**config.mk**
```make
export PLATFORM = sky130hd
export DESIGN_NAME = look_disk_request_scheduler
export DESIGN_NICKNAME = d
export VERILOG_FILES = /design/src/ldrs_pkg.sv /design/src/look_disk_request_scheduler.sv /design/src/ldrs_ctrl.sv /design/src/ldrs_dp.sv
export VERILOG_INCLUDE_DIRS = /design/src /design/src/src
export SDC_FILE = /design/constraint.sdc
export NUM_CORES = 2
export LEC_CHECK = 0
export ABC_AREA = 1
export BUFFER_PORTS_ARGS = -buffer_cell sky130_fd_sc_hd__buf_4
export CAP_MARGIN = 20
export CORE_MARGIN = 4
export CORE_UTILIZATION = 45
export CTS_BUF_LIST = sky130_fd_sc_hd__clkbuf_16
export DETAILED_ROUTE_END_ITERATION = 6
export MAX_ROUTING_LAYER = met4
export PLACE_DENSITY = 0.62
export SLEW_MARGIN = 20
export SYNTH_ARGS = -nofsm -noshare
export SYNTH_HDL_FRONTEND = slang
export SYNTH_SLANG_ARGS = --single-unit
```
**constraint.sdc**
```tcl
create_clock -name i_clk -period 5.63 [get_ports i_clk]
set_clock_uncertainty 0.1 [all_clocks]
set_input_delay 1.4075 -clock i_clk [delete_from_list [all_inputs] [get_ports i_clk]]
set_output_delay 1.4075 -clock i_clk [all_outputs]
set_load 0.02 [all_outputs]
```
**src/look_disk_request_scheduler_defines.svh**
```systemverilog
// Assertion macros shared by the scheduler modules.
`ifndef LOOK_DISK_REQUEST_SCHEDULER_DEFINES_SVH
`define LOOK_DISK_REQUEST_SCHEDULER_DEFINES_SVH

`ifndef SYNTHESIS
`define LDRS_ASSERT(lbl, clk, rst_n, prop) \
    lbl: assert property (@(posedge clk) disable iff (!rst_n) (prop)) \
        else $error("scheduler assertion failed");
`define LDRS_ASSERT_NEXT(lbl, clk, rst_n, ante, cons) \
    lbl: assert property (@(posedge clk) disable iff (!rst_n) (ante) |=> (cons)) \
        else $error("scheduler assertion failed");
`else
`define LDRS_ASSERT(lbl, clk, rst_n, prop)
`define LDRS_ASSERT_NEXT(lbl, clk, rst_n, ante, cons)
`endif

`endif

```
**src/ldrs_pkg.sv**
```systemverilog
// Types, widths and codes shared by the scheduler modules.
package ldrs_pkg;

    localparam int DEF_QUEUE_DEPTH = 32;
    localparam int TAG_W           = 8;
    localparam int SEC_W           = 48;
    localparam int CNT_W           = 16;
    localparam int PEND_W          = 6;
    localparam int ENT_W           = TAG_W + SEC_W + CNT_W;

    localparam logic OP_ADD      = 1'b0;
    localparam logic OP_DISPATCH = 1'b1;

    typedef enum logic [1:0] {
        ST_ADDED      = 2'd0,
        ST_DISPATCHED = 2'd1,
        ST_EMPTY      = 2'd2,
        ST_FULL       = 2'd3
    } t_status;

    // Commands from the controller to the datapath.
    typedef struct packed {
        logic    load;          // latch the item and set the pointer
        logic    ptr_inc;
        logic    ptr_dec;
        logic    rd_nxt;        // read at pointer plus one instead of pointer
        logic    wr_shift_up;   // read data to pointer plus one
        logic    wr_new_above;  // new request to pointer plus one
        logic    wr_new_at;     // new request to pointer
        logic    wr_shift_down; // read data to pointer
        logic    take;          // capture read data as the picked request
        logic    flip;          // reverse the sweep
        logic    fill_inc;
        logic    fill_dec;      // also moves the head past the picked request
        logic    res;           // emit a result
        t_status res_status;
    } t_cmd;

    // Status from the datapath to the controller.
    typedef struct packed {
        logic empty;
        logic full;
        logic lone;
        logic dir_up;
        logic rd_gt_new;   // read start above the new start
        logic hit;         // read start lies ahead of the head
        logic ptr_zero;
        logic ptr_last;
        logic shift_more;
    } t_stat;

endpackage

```
**src/look_disk_request_scheduler.sv**
```systemverilog
// Top level of the LOOK elevator disk request scheduler.
//
// The block keeps up to QUEUE_DEPTH requests in a table sorted by start
// sector and answers each item with exactly one result, shown for one cycle
// with o_valid high; the receiver cannot stall it, so it must take every
// result when it appears. An item is accepted when start is high while busy
// is low, and busy stays high until the item's result has been issued. An
// add walks the table from the top, moving larger entries up one place
// until it meets an entry whose start is not above the new start; the new
// request is written above that entry, or at the bottom when every held
// entry lies above it. A full table or an empty dispatch answers in the
// cycle right after the accepting edge. A dispatch scans from the sweep's
// near end for the first entry ahead of the head, then closes the gap by
// moving each later entry down one place, and last updates the fill count
// and the head and issues its result. When no entry lies ahead, the end
// entry is taken and the sweep turns, unless it is the only one held. The
// table memory has a single read and a single write port. The result is
// registered and appears in the same cycle in which busy falls, so the next
// item may be accepted while the result is shown. The table needs no
// clearing after reset.
`include "look_disk_request_scheduler_defines.svh"

module look_disk_request_scheduler
    import ldrs_pkg::*;
#(
    parameter int QUEUE_DEPTH = DEF_QUEUE_DEPTH
) (
    input  logic              i_clk,
    input  logic              i_rst_n,
    input  logic              start,
    output logic              busy,
    input  logic              i_opcode,
    input  logic [TAG_W-1:0]  i_request_tag,
    input  logic [SEC_W-1:0]  i_start_sector,
    input  logic [CNT_W-1:0]  i_sector_count,
    output logic              o_valid,
    output logic [1:0]        o_status,
    output logic [TAG_W-1:0]  o_out_tag,
    output logic [SEC_W-1:0]  o_out_start,
    output logic [CNT_W-1:0]  o_out_count,
    output logic              o_sweep_up,
    output logic [PEND_W-1:0] o_pending
);

    t_cmd  cmd;
    t_stat stat;

    // The controller sequences each item; the datapath owns all storage apart from the controller's state register.
    ldrs_ctrl u_ctrl (
        .i_clk   (i_clk),
        .i_rst_n (i_rst_n),
        .start   (start),
        .i_opcode(i_opcode),
        .i_stat  (stat),
        .o_cmd   (cmd),
        .busy    (busy)
    );

    ldrs_dp #(
        .QUEUE_DEPTH(QUEUE_DEPTH)
    ) u_dp (
        .i_clk         (i_clk),
        .i_rst_n       (i_rst_n),
        .i_cmd         (cmd),
        .i_opcode      (i_opcode),
        .i_request_tag (i_request_tag),
        .i_start_sector(i_start_sector),
        .i_sector_count(i_sector_count),
        .o_stat        (stat),
        .o_valid       (o_valid),
        .o_status      (o_status),
        .o_out_tag     (o_out_tag),
        .o_out_start   (o_out_start),
        .o_out_count   (o_out_count),
        .o_sweep_up    (o_sweep_up),
        .o_pending     (o_pending)
    );

endmodule

```
**src/ldrs_ctrl.sv**
```systemverilog
// Sequencer for add and dispatch items of the scheduler.
`include "look_disk_request_scheduler_defines.svh"

module ldrs_ctrl
    import ldrs_pkg::*;
(
    input  logic  i_clk,
    input  logic  i_rst_n,
    input  logic  start,
    input  logic  i_opcode,
    input  t_stat i_stat,
    output t_cmd  o_cmd,
    output logic  busy
);

    typedef enum logic [8:0] {
        S_IDLE    = 9'b000000001,
        S_ADD_RD  = 9'b000000010,
        S_ADD_CMP = 9'b000000100,
        S_ADD_PUT = 9'b000001000,
        S_SCN_RD  = 9'b000010000,
        S_SCN_CMP = 9'b000100000,
        S_SHF_RD  = 9'b001000000,
        S_SHF_WR  = 9'b010000000,
        S_DSP_FIN = 9'b100000000
    } t_state;

    t_state r_state, n_state;

    always_ff @(posedge i_clk) begin
        if (!i_rst_n) begin
            r_state <= S_IDLE;
        end else begin
            r_state <= n_state;
        end
    end

    assign busy = (r_state != S_IDLE);

    always_comb begin
        n_state = r_state;
        o_cmd   = '0;
        o_cmd.res_status = ST_ADDED;
        case (r_state)
            S_IDLE: begin
                if (start) begin
                    if (i_opcode == OP_ADD) begin
                        if (i_stat.full) begin
                            o_cmd.res        = 1'b1;
                            o_cmd.res_status = ST_FULL;
                        end else begin
                            o_cmd.load = 1'b1;
                            n_state    = i_stat.empty ? S_ADD_PUT : S_ADD_RD;
                        end
                    end else begin
                        if (i_stat.empty) begin
                            o_cmd.res        = 1'b1;
                            o_cmd.res_status = ST_EMPTY;
                        end else begin
                            o_cmd.load = 1'b1;
                            n_state    = S_SCN_RD;
                        end
                    end
                end
            end
            S_ADD_RD: begin
                n_state = S_ADD_CMP;
            end
            S_ADD_CMP: begin
                if (i_stat.rd_gt_new) begin
                    o_cmd.wr_shift_up = 1'b1;
                    if (i_stat.ptr_zero) begin
                        n_state = S_ADD_PUT;
                    end else begin
                        o_cmd.ptr_dec = 1'b1;
                        n_state       = S_ADD_RD;
                    end
                end else begin
                    o_cmd.wr_new_above = 1'b1;
                    o_cmd.fill_inc     = 1'b1;
                    o_cmd.res          = 1'b1;
                    n_state            = S_IDLE;
                end
            end
            S_ADD_PUT: begin
                o_cmd.wr_new_at = 1'b1;
                o_cmd.fill_inc  = 1'b1;
                o_cmd.res       = 1'b1;
                n_state         = S_IDLE;
            end
            S_SCN_RD: begin
                n_state = S_SCN_CMP;
            end
            S_SCN_CMP: begin
                if (i_stat.hit) begin
                    o_cmd.take = 1'b1;
                    n_state    = S_SHF_RD;
                end else if (i_stat.dir_up ? i_stat.ptr_last : i_stat.ptr_zero) begin
                    // Nothing ahead: take the end entry and reverse, except for a
                    // lone request, which keeps the sweep.
                    o_cmd.take = 1'b1;
                    o_cmd.flip = !i_stat.lone;
                    n_state    = S_SHF_RD;
                end else begin
                    o_cmd.ptr_inc = i_stat.dir_up;
                    o_cmd.ptr_dec = !i_stat.dir_up;
                    n_state       = S_SCN_RD;
                end
            end
            S_SHF_RD: begin
                o_cmd.rd_nxt = 1'b1;
                n_state      = i_stat.shift_more ? S_SHF_WR : S_DSP_FIN;
            end
            S_SHF_WR: begin
                o_cmd.wr_shift_down = 1'b1;
                o_cmd.ptr_inc       = 1'b1;
                n_state             = S_SHF_RD;
            end
            S_DSP_FIN: begin
                o_cmd.fill_dec   = 1'b1;
                o_cmd.res        = 1'b1;
                o_cmd.res_status = ST_DISPATCHED;
                n_state          = S_IDLE;
            end
            default: begin
                n_state = S_IDLE;
            end
        endcase
    end

    `LDRS_ASSERT(a_no_inc_dec, i_clk, i_rst_n, !(o_cmd.fill_inc && o_cmd.fill_dec))
    `LDRS_ASSERT(a_idle_no_write, i_clk, i_rst_n, !busy |-> !(o_cmd.wr_new_at || o_cmd.wr_shift_down || o_cmd.wr_shift_up || o_cmd.wr_new_above))
    `LDRS_ASSERT_NEXT(a_res_ends_item, i_clk, i_rst_n, o_cmd.res, !busy)

endmodule

```
**src/ldrs_dp.sv**
```systemverilog
// Request table, head and sweep state, and result registers of the scheduler.
`include "look_disk_request_scheduler_defines.svh"

module ldrs_dp
    import ldrs_pkg::*;
#(
    parameter int QUEUE_DEPTH = DEF_QUEUE_DEPTH
) (
    input  logic             i_clk,
    input  logic             i_rst_n,
    input  t_cmd             i_cmd,
    input  logic             i_opcode,
    input  logic [TAG_W-1:0] i_request_tag,
    input  logic [SEC_W-1:0] i_start_sector,
    input  logic [CNT_W-1:0] i_sector_count,
    output t_stat            o_stat,
    output logic             o_valid,
    output logic [1:0]       o_status,
    output logic [TAG_W-1:0] o_out_tag,
    output logic [SEC_W-1:0] o_out_start,
    output logic [CNT_W-1:0] o_out_count,
    output logic             o_sweep_up,
    output logic [PEND_W-1:0] o_pending
);

    localparam int IW = $clog2(QUEUE_DEPTH);
    localparam int FW = $clog2(QUEUE_DEPTH + 1);

    logic [ENT_W-1:0] mem [QUEUE_DEPTH];
    logic [ENT_W-1:0] r_rd;
    logic [ENT_W-1:0] r_new;
    logic [ENT_W-1:0] r_pick;
    logic [IW-1:0]    r_ptr, n_ptr;
    logic [FW-1:0]    r_fill, n_fill;
    logic [SEC_W-1:0] r_head, n_head;
    logic             r_dir, n_dir;

    logic             r_valid;
    logic [1:0]       r_status;
    logic [ENT_W-1:0] r_res_ent;
    logic             r_res_dir;
    logic [PEND_W-1:0] r_res_pend;

    logic [IW-1:0]    ptr_nxt;
    logic [IW:0]      ptr_p1;
    logic [IW:0]      fill_x;
    logic [IW-1:0]    rd_addr;
    logic [IW-1:0]    fill_last;
    logic             we;
    logic [IW-1:0]    wa;
    logic [ENT_W-1:0] wd;
    logic [SEC_W-1:0] rd_start;
    logic [SEC_W-1:0] new_start;
    logic [SEC_W-1:0] pick_start;
    logic [CNT_W-1:0] pick_count;
    logic [FW+PEND_W-1:0] fill_ext;

    assign ptr_nxt    = r_ptr + 1'b1;
    assign ptr_p1     = {1'b0, r_ptr} + 1'b1;
    assign fill_x     = (IW+1)'(r_fill);
    assign fill_last  = IW'(r_fill - 1'b1);
    assign rd_addr    = i_cmd.rd_nxt ? ptr_nxt : r_ptr;
    assign rd_start   = r_rd[SEC_W+CNT_W-1:CNT_W];
    assign new_start  = r_new[SEC_W+CNT_W-1:CNT_W];
    assign pick_start = r_pick[SEC_W+CNT_W-1:CNT_W];
    assign pick_count = r_pick[CNT_W-1:0];

    assign o_stat.empty      = (r_fill == '0);
    assign o_stat.full       = (r_fill == FW'(QUEUE_DEPTH));
    assign o_stat.lone       = (r_fill == FW'(1));
    assign o_stat.dir_up     = r_dir;
    assign o_stat.rd_gt_new  = (rd_start > new_start);
    assign o_stat.hit        = r_dir ? (rd_start > r_head) : (rd_start < r_head);
    assign o_stat.ptr_zero   = (r_ptr == '0);
    assign o_stat.ptr_last   = (ptr_p1 == fill_x);
    assign o_stat.shift_more = (ptr_p1 < fill_x);

    // Table write port.
    always_comb begin
        we = i_cmd.wr_shift_up | i_cmd.wr_new_above | i_cmd.wr_new_at | i_cmd.wr_shift_down;
        wa = (i_cmd.wr_shift_up || i_cmd.wr_new_above) ? ptr_nxt : r_ptr;
        wd = (i_cmd.wr_new_above || i_cmd.wr_new_at) ? r_new : r_rd;
    end

    always_ff @(posedge i_clk) begin
        if (we) begin
            mem[wa] <= wd;
        end
        r_rd <= mem[rd_addr];
    end

    always_comb begin
        n_ptr  = r_ptr;
        n_fill = r_fill;
        n_head = r_head;
        n_dir  = r_dir;
        if (i_cmd.load) begin
            n_ptr = ((i_opcode == OP_ADD || !r_dir) && r_fill != '0) ? fill_last : '0;
        end else if (i_cmd.ptr_inc) begin
            n_ptr = ptr_nxt;
        end else if (i_cmd.ptr_dec) begin
            n_ptr = r_ptr - 1'b1;
        end
        if (i_cmd.flip) begin
            n_dir = ~r_dir;
        end
        if (i_cmd.fill_inc) begin
            n_fill = r_fill + 1'b1;
        end else if (i_cmd.fill_dec) begin
            n_fill = r_fill - 1'b1;
            n_head = pick_start + SEC_W'(pick_count);
        end
    end

    assign fill_ext = {{PEND_W{1'b0}}, n_fill};

    always_ff @(posedge i_clk) begin
        if (!i_rst_n) begin
            r_fill  <= '0;
            r_head  <= '0;
            r_dir   <= 1'b1;
            r_valid <= 1'b0;
        end else begin
            r_fill  <= n_fill;
            r_head  <= n_head;
            r_dir   <= n_dir;
            r_valid <= i_cmd.res;
        end
    end

    always_ff @(posedge i_clk) begin
        r_ptr <= n_ptr;
        if (i_cmd.load) begin
            r_new <= {i_request_tag, i_start_sector, i_sector_count};
        end
        if (i_cmd.take) begin
            r_pick <= r_rd;
        end
        if (i_cmd.res) begin
            r_status   <= i_cmd.res_status;
            r_res_ent  <= (i_cmd.res_status == ST_DISPATCHED) ? r_pick : '0;
            r_res_dir  <= n_dir;
            r_res_pend <= fill_ext[PEND_W-1:0];
        end
    end

    assign o_valid     = r_valid;
    assign o_status    = r_status;
    assign o_out_tag   = r_res_ent[ENT_W-1:SEC_W+CNT_W];
    assign o_out_start = r_res_ent[SEC_W+CNT_W-1:CNT_W];
    assign o_out_count = r_res_ent[CNT_W-1:0];
    assign o_sweep_up  = r_res_dir;
    assign o_pending   = r_res_pend;

    `LDRS_ASSERT(a_fill_bound, i_clk, i_rst_n, r_fill <= FW'(QUEUE_DEPTH))
    `LDRS_ASSERT_NEXT(a_full_keeps, i_clk, i_rst_n, i_cmd.res && i_cmd.res_status == ST_FULL, r_fill == FW'(QUEUE_DEPTH))
    `LDRS_ASSERT_NEXT(a_dispatch_drops, i_clk, i_rst_n, i_cmd.fill_dec, r_fill == $past(r_fill) - 1'b1)

endmodule
```
==> summary.txt <==
CP Depth: 14
Cts repair resizes: 0
Final setup violation count: 0
DP HPWL: 176 mm
Final Util: 51.7%
Die ar.: 0.251 mm²
CTS sink count: 2671
Design Power: 0.0530 W
CP Launch Type: flip-flop
CP endpoint kind: flip-flop
Crit Reg-Reg Endpoint: u_dp.mem[11][54]
Post-synth top cells: nand2_1 (2753), edfxtp_1 (2534), nand3_1 (2175), inv_1 (350), buf_2 (323)
Layout cells sized above 1: 8.97%
Tot GR Track Use: 27.2%
Vias per cell: 5.86
H-tree levels: 5
Via count: 75600
Area share of fa/ha/maj cells after synthesis: 1.43%
# rows: 180
Synth top area share: 69.7%
Fin crit share: 82.4%
Die Height: 501 µm
Worst VDD drop: 0.350 mV
Routed wire length: 339 mm
GR Overflow Total: 0
Area growth from synthesis to layout: 14.1%
DR iter-0 viols: 10500
First-pass GRT wire length: 487 mm
Hold crit path type: flip-flop to flip-flop
Final cell count without fillers: 12900
Mapped Avg Cell Area: 11.7 µm²
Post-synthesis xor/xnor area fraction: 0.217%
Synth Register Bits: 2671
Port bufs: 158
WP data required: 6.10 ns
Synth cell types: 41
Multiplexer share of the synthesized area: 0%
Post-route ant nets: 0
Gate Count Post-Synth: 9339
Crit path largest cell delay: 0.83 ns
Number of flops mapped to enable cells by yosys: 2534
Slew @ Worst Pin: 1.23 ns
Die width: 501 µm
RSZ-0062 raised after global routing: no
Syn nets: 9539
Syn Std Cell Area: 0.109 mm²
Core area: 0.241 mm²
Largest area contributor in the netlist: edfxtp_1
R2R setup slack: 0.99 ns
Final hold violations: 0
Synth Area in Simple Gates: 20.7%
Synth Area in Compound Gates: 1.87%
Setup TNS: 0 ns
Main synth FF type: edfxtp_1
Root Buffer Master: clkbuf_16
Critical path buffers and inverters: 3
Max Clk Rate: 215 MHz
Largest family of logic cells by synthesized area: simple AND/OR/NAND/NOR gates
Vias in the first global route: 70300
Top Ports: 159
Power Density: 425 mW/mm²
Dpl cells: 12400
Clk Latency, worst-skew pair: 0.93 ns
Layout fillers: 20400
Syn. warnings: 0
Number of buffers inserted by hold repair at cts: 0
Worst Hold Launch: u_dp.r_rd[16]
Hold Path Depth: 0
Fin nets: 9696
Reg2reg start: u_dp.r_new[57]
Ys async rst share: 0%
Post-synthesis sequential area ratio: 72.2%
Post-layout min period: 4.64 ns
First-pass DRT Iterations: 6
Placer Congestion: 0.928
Crit-path leading delay family: simple AND/OR/NAND/NOR gates
Most area-consuming cells after synthesis: edfxtp_1 (70%), nand3_1 (10%), nand2_1 (9.5%), dfxtp_1 (2.5%), buf_2 (1.5%)
CTS clk-pin slew, worst paths: 0.06 ns
DR WL/cell: 26.3 µm
Clk buf depth: 4
Largest net degree at the start of global routing: 138
Worst Hold End: u_dp.r_pick[16]
Critical path arrival: 5.11 ns
Worst-path maximum fanout: 40
Worst-path cell chain: inv_1 -> ha_1 -> a21oi_1 -> o21ai_0 -> nand2_1 -> o211ai_1 -> nor2_1 -> nand3_1 -> nand2_1 -> nand2_2 -> nand2_2 -> inv_6 -> buf_12 -> o21ai_2
Worst relative slew slack: 18.1%
Top-count cell post-synth: nand2_1
Leakage: 45.5 nW
Final count of pins violating max slew: 0
Initial Util: 45.3%
Initial antenna violation count: 12
Post-CTS Setup Bufs: 0
DRC Markers: 0
Max-cap viol count: 0
WS Path Type: flip-flop to flip-flop
TritonCTS clock tree: done
CTS Buf Count: 296
Crit path max-delay cell type: o21ai_2
Reg2reg path depth: 14
Status: complete, no violations
==> layout by cell type (no fill, tap or decap), types with 10 or more instances in the layout <==
cell type and n:
o211ai_1 17, nand4_1 21, o21bai_1 10, o21ai_4 33, nor2_1 193, inv_1 425, o21ai_1 24, buf_4 294
o21ai_0 150, a21oi_1 131, clkbuf_16 305, xor2_1 21, nand3_1 2175, clkinv_1 62, nand2_1 2751, clkinv_2 34
dfxtp_1 137, nor2_4 35, bufinv_16 23, ha_1 123, buf_12 94, nor3_1 33, edfxtp_1 2534
==> worst max-delay path by stage <==
| stage | start | end |
|---|---|---|
| 3_5_place_dp | u_dp.r_new[59] | u_dp.mem[16][53] |
| 2_1_floorplan | u_ctrl.r_state[7] | u_dp.mem[22][0] |
| 3_3_place_gp | u_dp.r_new[57] | u_dp.mem[17][53] |
| 4_1_cts | u_dp.r_new[59] | u_dp.mem[16][53] |
| 6_report | u_dp.r_new[57] | u_dp.mem[11][54] |
| 5_1_grt | u_dp.r_new[57] | u_dp.mem[11][54] |
==> cells by family (layout without fill, tap and decap cells) <==
group,Yosys count,count (layout)
and+or+nand+nor,5239,5239
DFF,2671,2671
buffers and inverters,890,1263
AOI/OAI and AO/OA,388,388
adders and majority gates,124,124
xor gates and xnor gates,27,27
other,0,4
==> layout make-up <==
type	count	area (µm²)	share of cell area [%]
well taps	3185	3990	3.20
repair buffers	390	4120	3.30
clock buffers	305	7630	6.13
diodes	4	10.0	0.00803
inverters	359	1380	1.11
clock inverters	209	1510	1.21
flip-flops and latches	2671	78800	63.3
multi-input cells	5778	27100	21.8
==> report_power, final <==
part | total [W] | switching (W) | leakage [nW] | internal [W]
registers | 0.0250 | 0.000545 | 24.0 | 0.0245
clock network | 0.0184 | 0.00761 | 4.76 | 0.0108
logic | 0.00954 | 0.00706 | 16.8 | 0.00248
==> registers in the layout, indices dropped and copies added, names as in the netlist <==
name,cells
u_dp.r_res_ent,72
u_dp.r_rd,72
u_dp.o_valid,1
u_dp.mem,2304
u_ctrl.r_state,9
u_dp.o_status,2
u_dp.r_pick,72
u_dp.r_head,48
u_dp.r_new,72
u_dp.r_ptr,5
u_dp.r_dir,1
u_dp.fill_x,6
u_dp.o_sweep_up,1
u_dp.o_pending,6
==> worst register-to-register path: stages, from the launching register on <==
cell      delay [ns]
edfxtp_1        0.37
inv_1           0.13
ha_1            0.26
a21oi_1         0.15
o21ai_0         0.13
nand2_1         0.11
o211ai_1        0.26
nor2_1          0.54
nand3_1         0.15
nand2_1         0.29
nand2_2         0.19
nand2_2         0.15
inv_6           0.21
buf_12          0.39
o21ai_2         0.85
==> per-layer routing <==
layer	routed length, µm	up-vias	GRT usage [%]
met5	0	-	-
met4	11300	0	8.73
met3	37700	716	4.91
met2	151000	4435	40.2
met1	139000	37200	38.4
li1	-	33200	-
==> per-stage QoR <==
stage	worst slack, ns	hold WS [ns]	area, µm²
4_1_cts	1.05	0.337	124000
5_1_grt	0.877	0.352	125000
3_5_place_dp	1.08	0.323	115000
6_report	0.990	0.343	125000
3_3_place_gp	1.11	0.314	115000
2_1_floorplan	0.371	0.308	109000
Power figures use the tool's default switching activity.
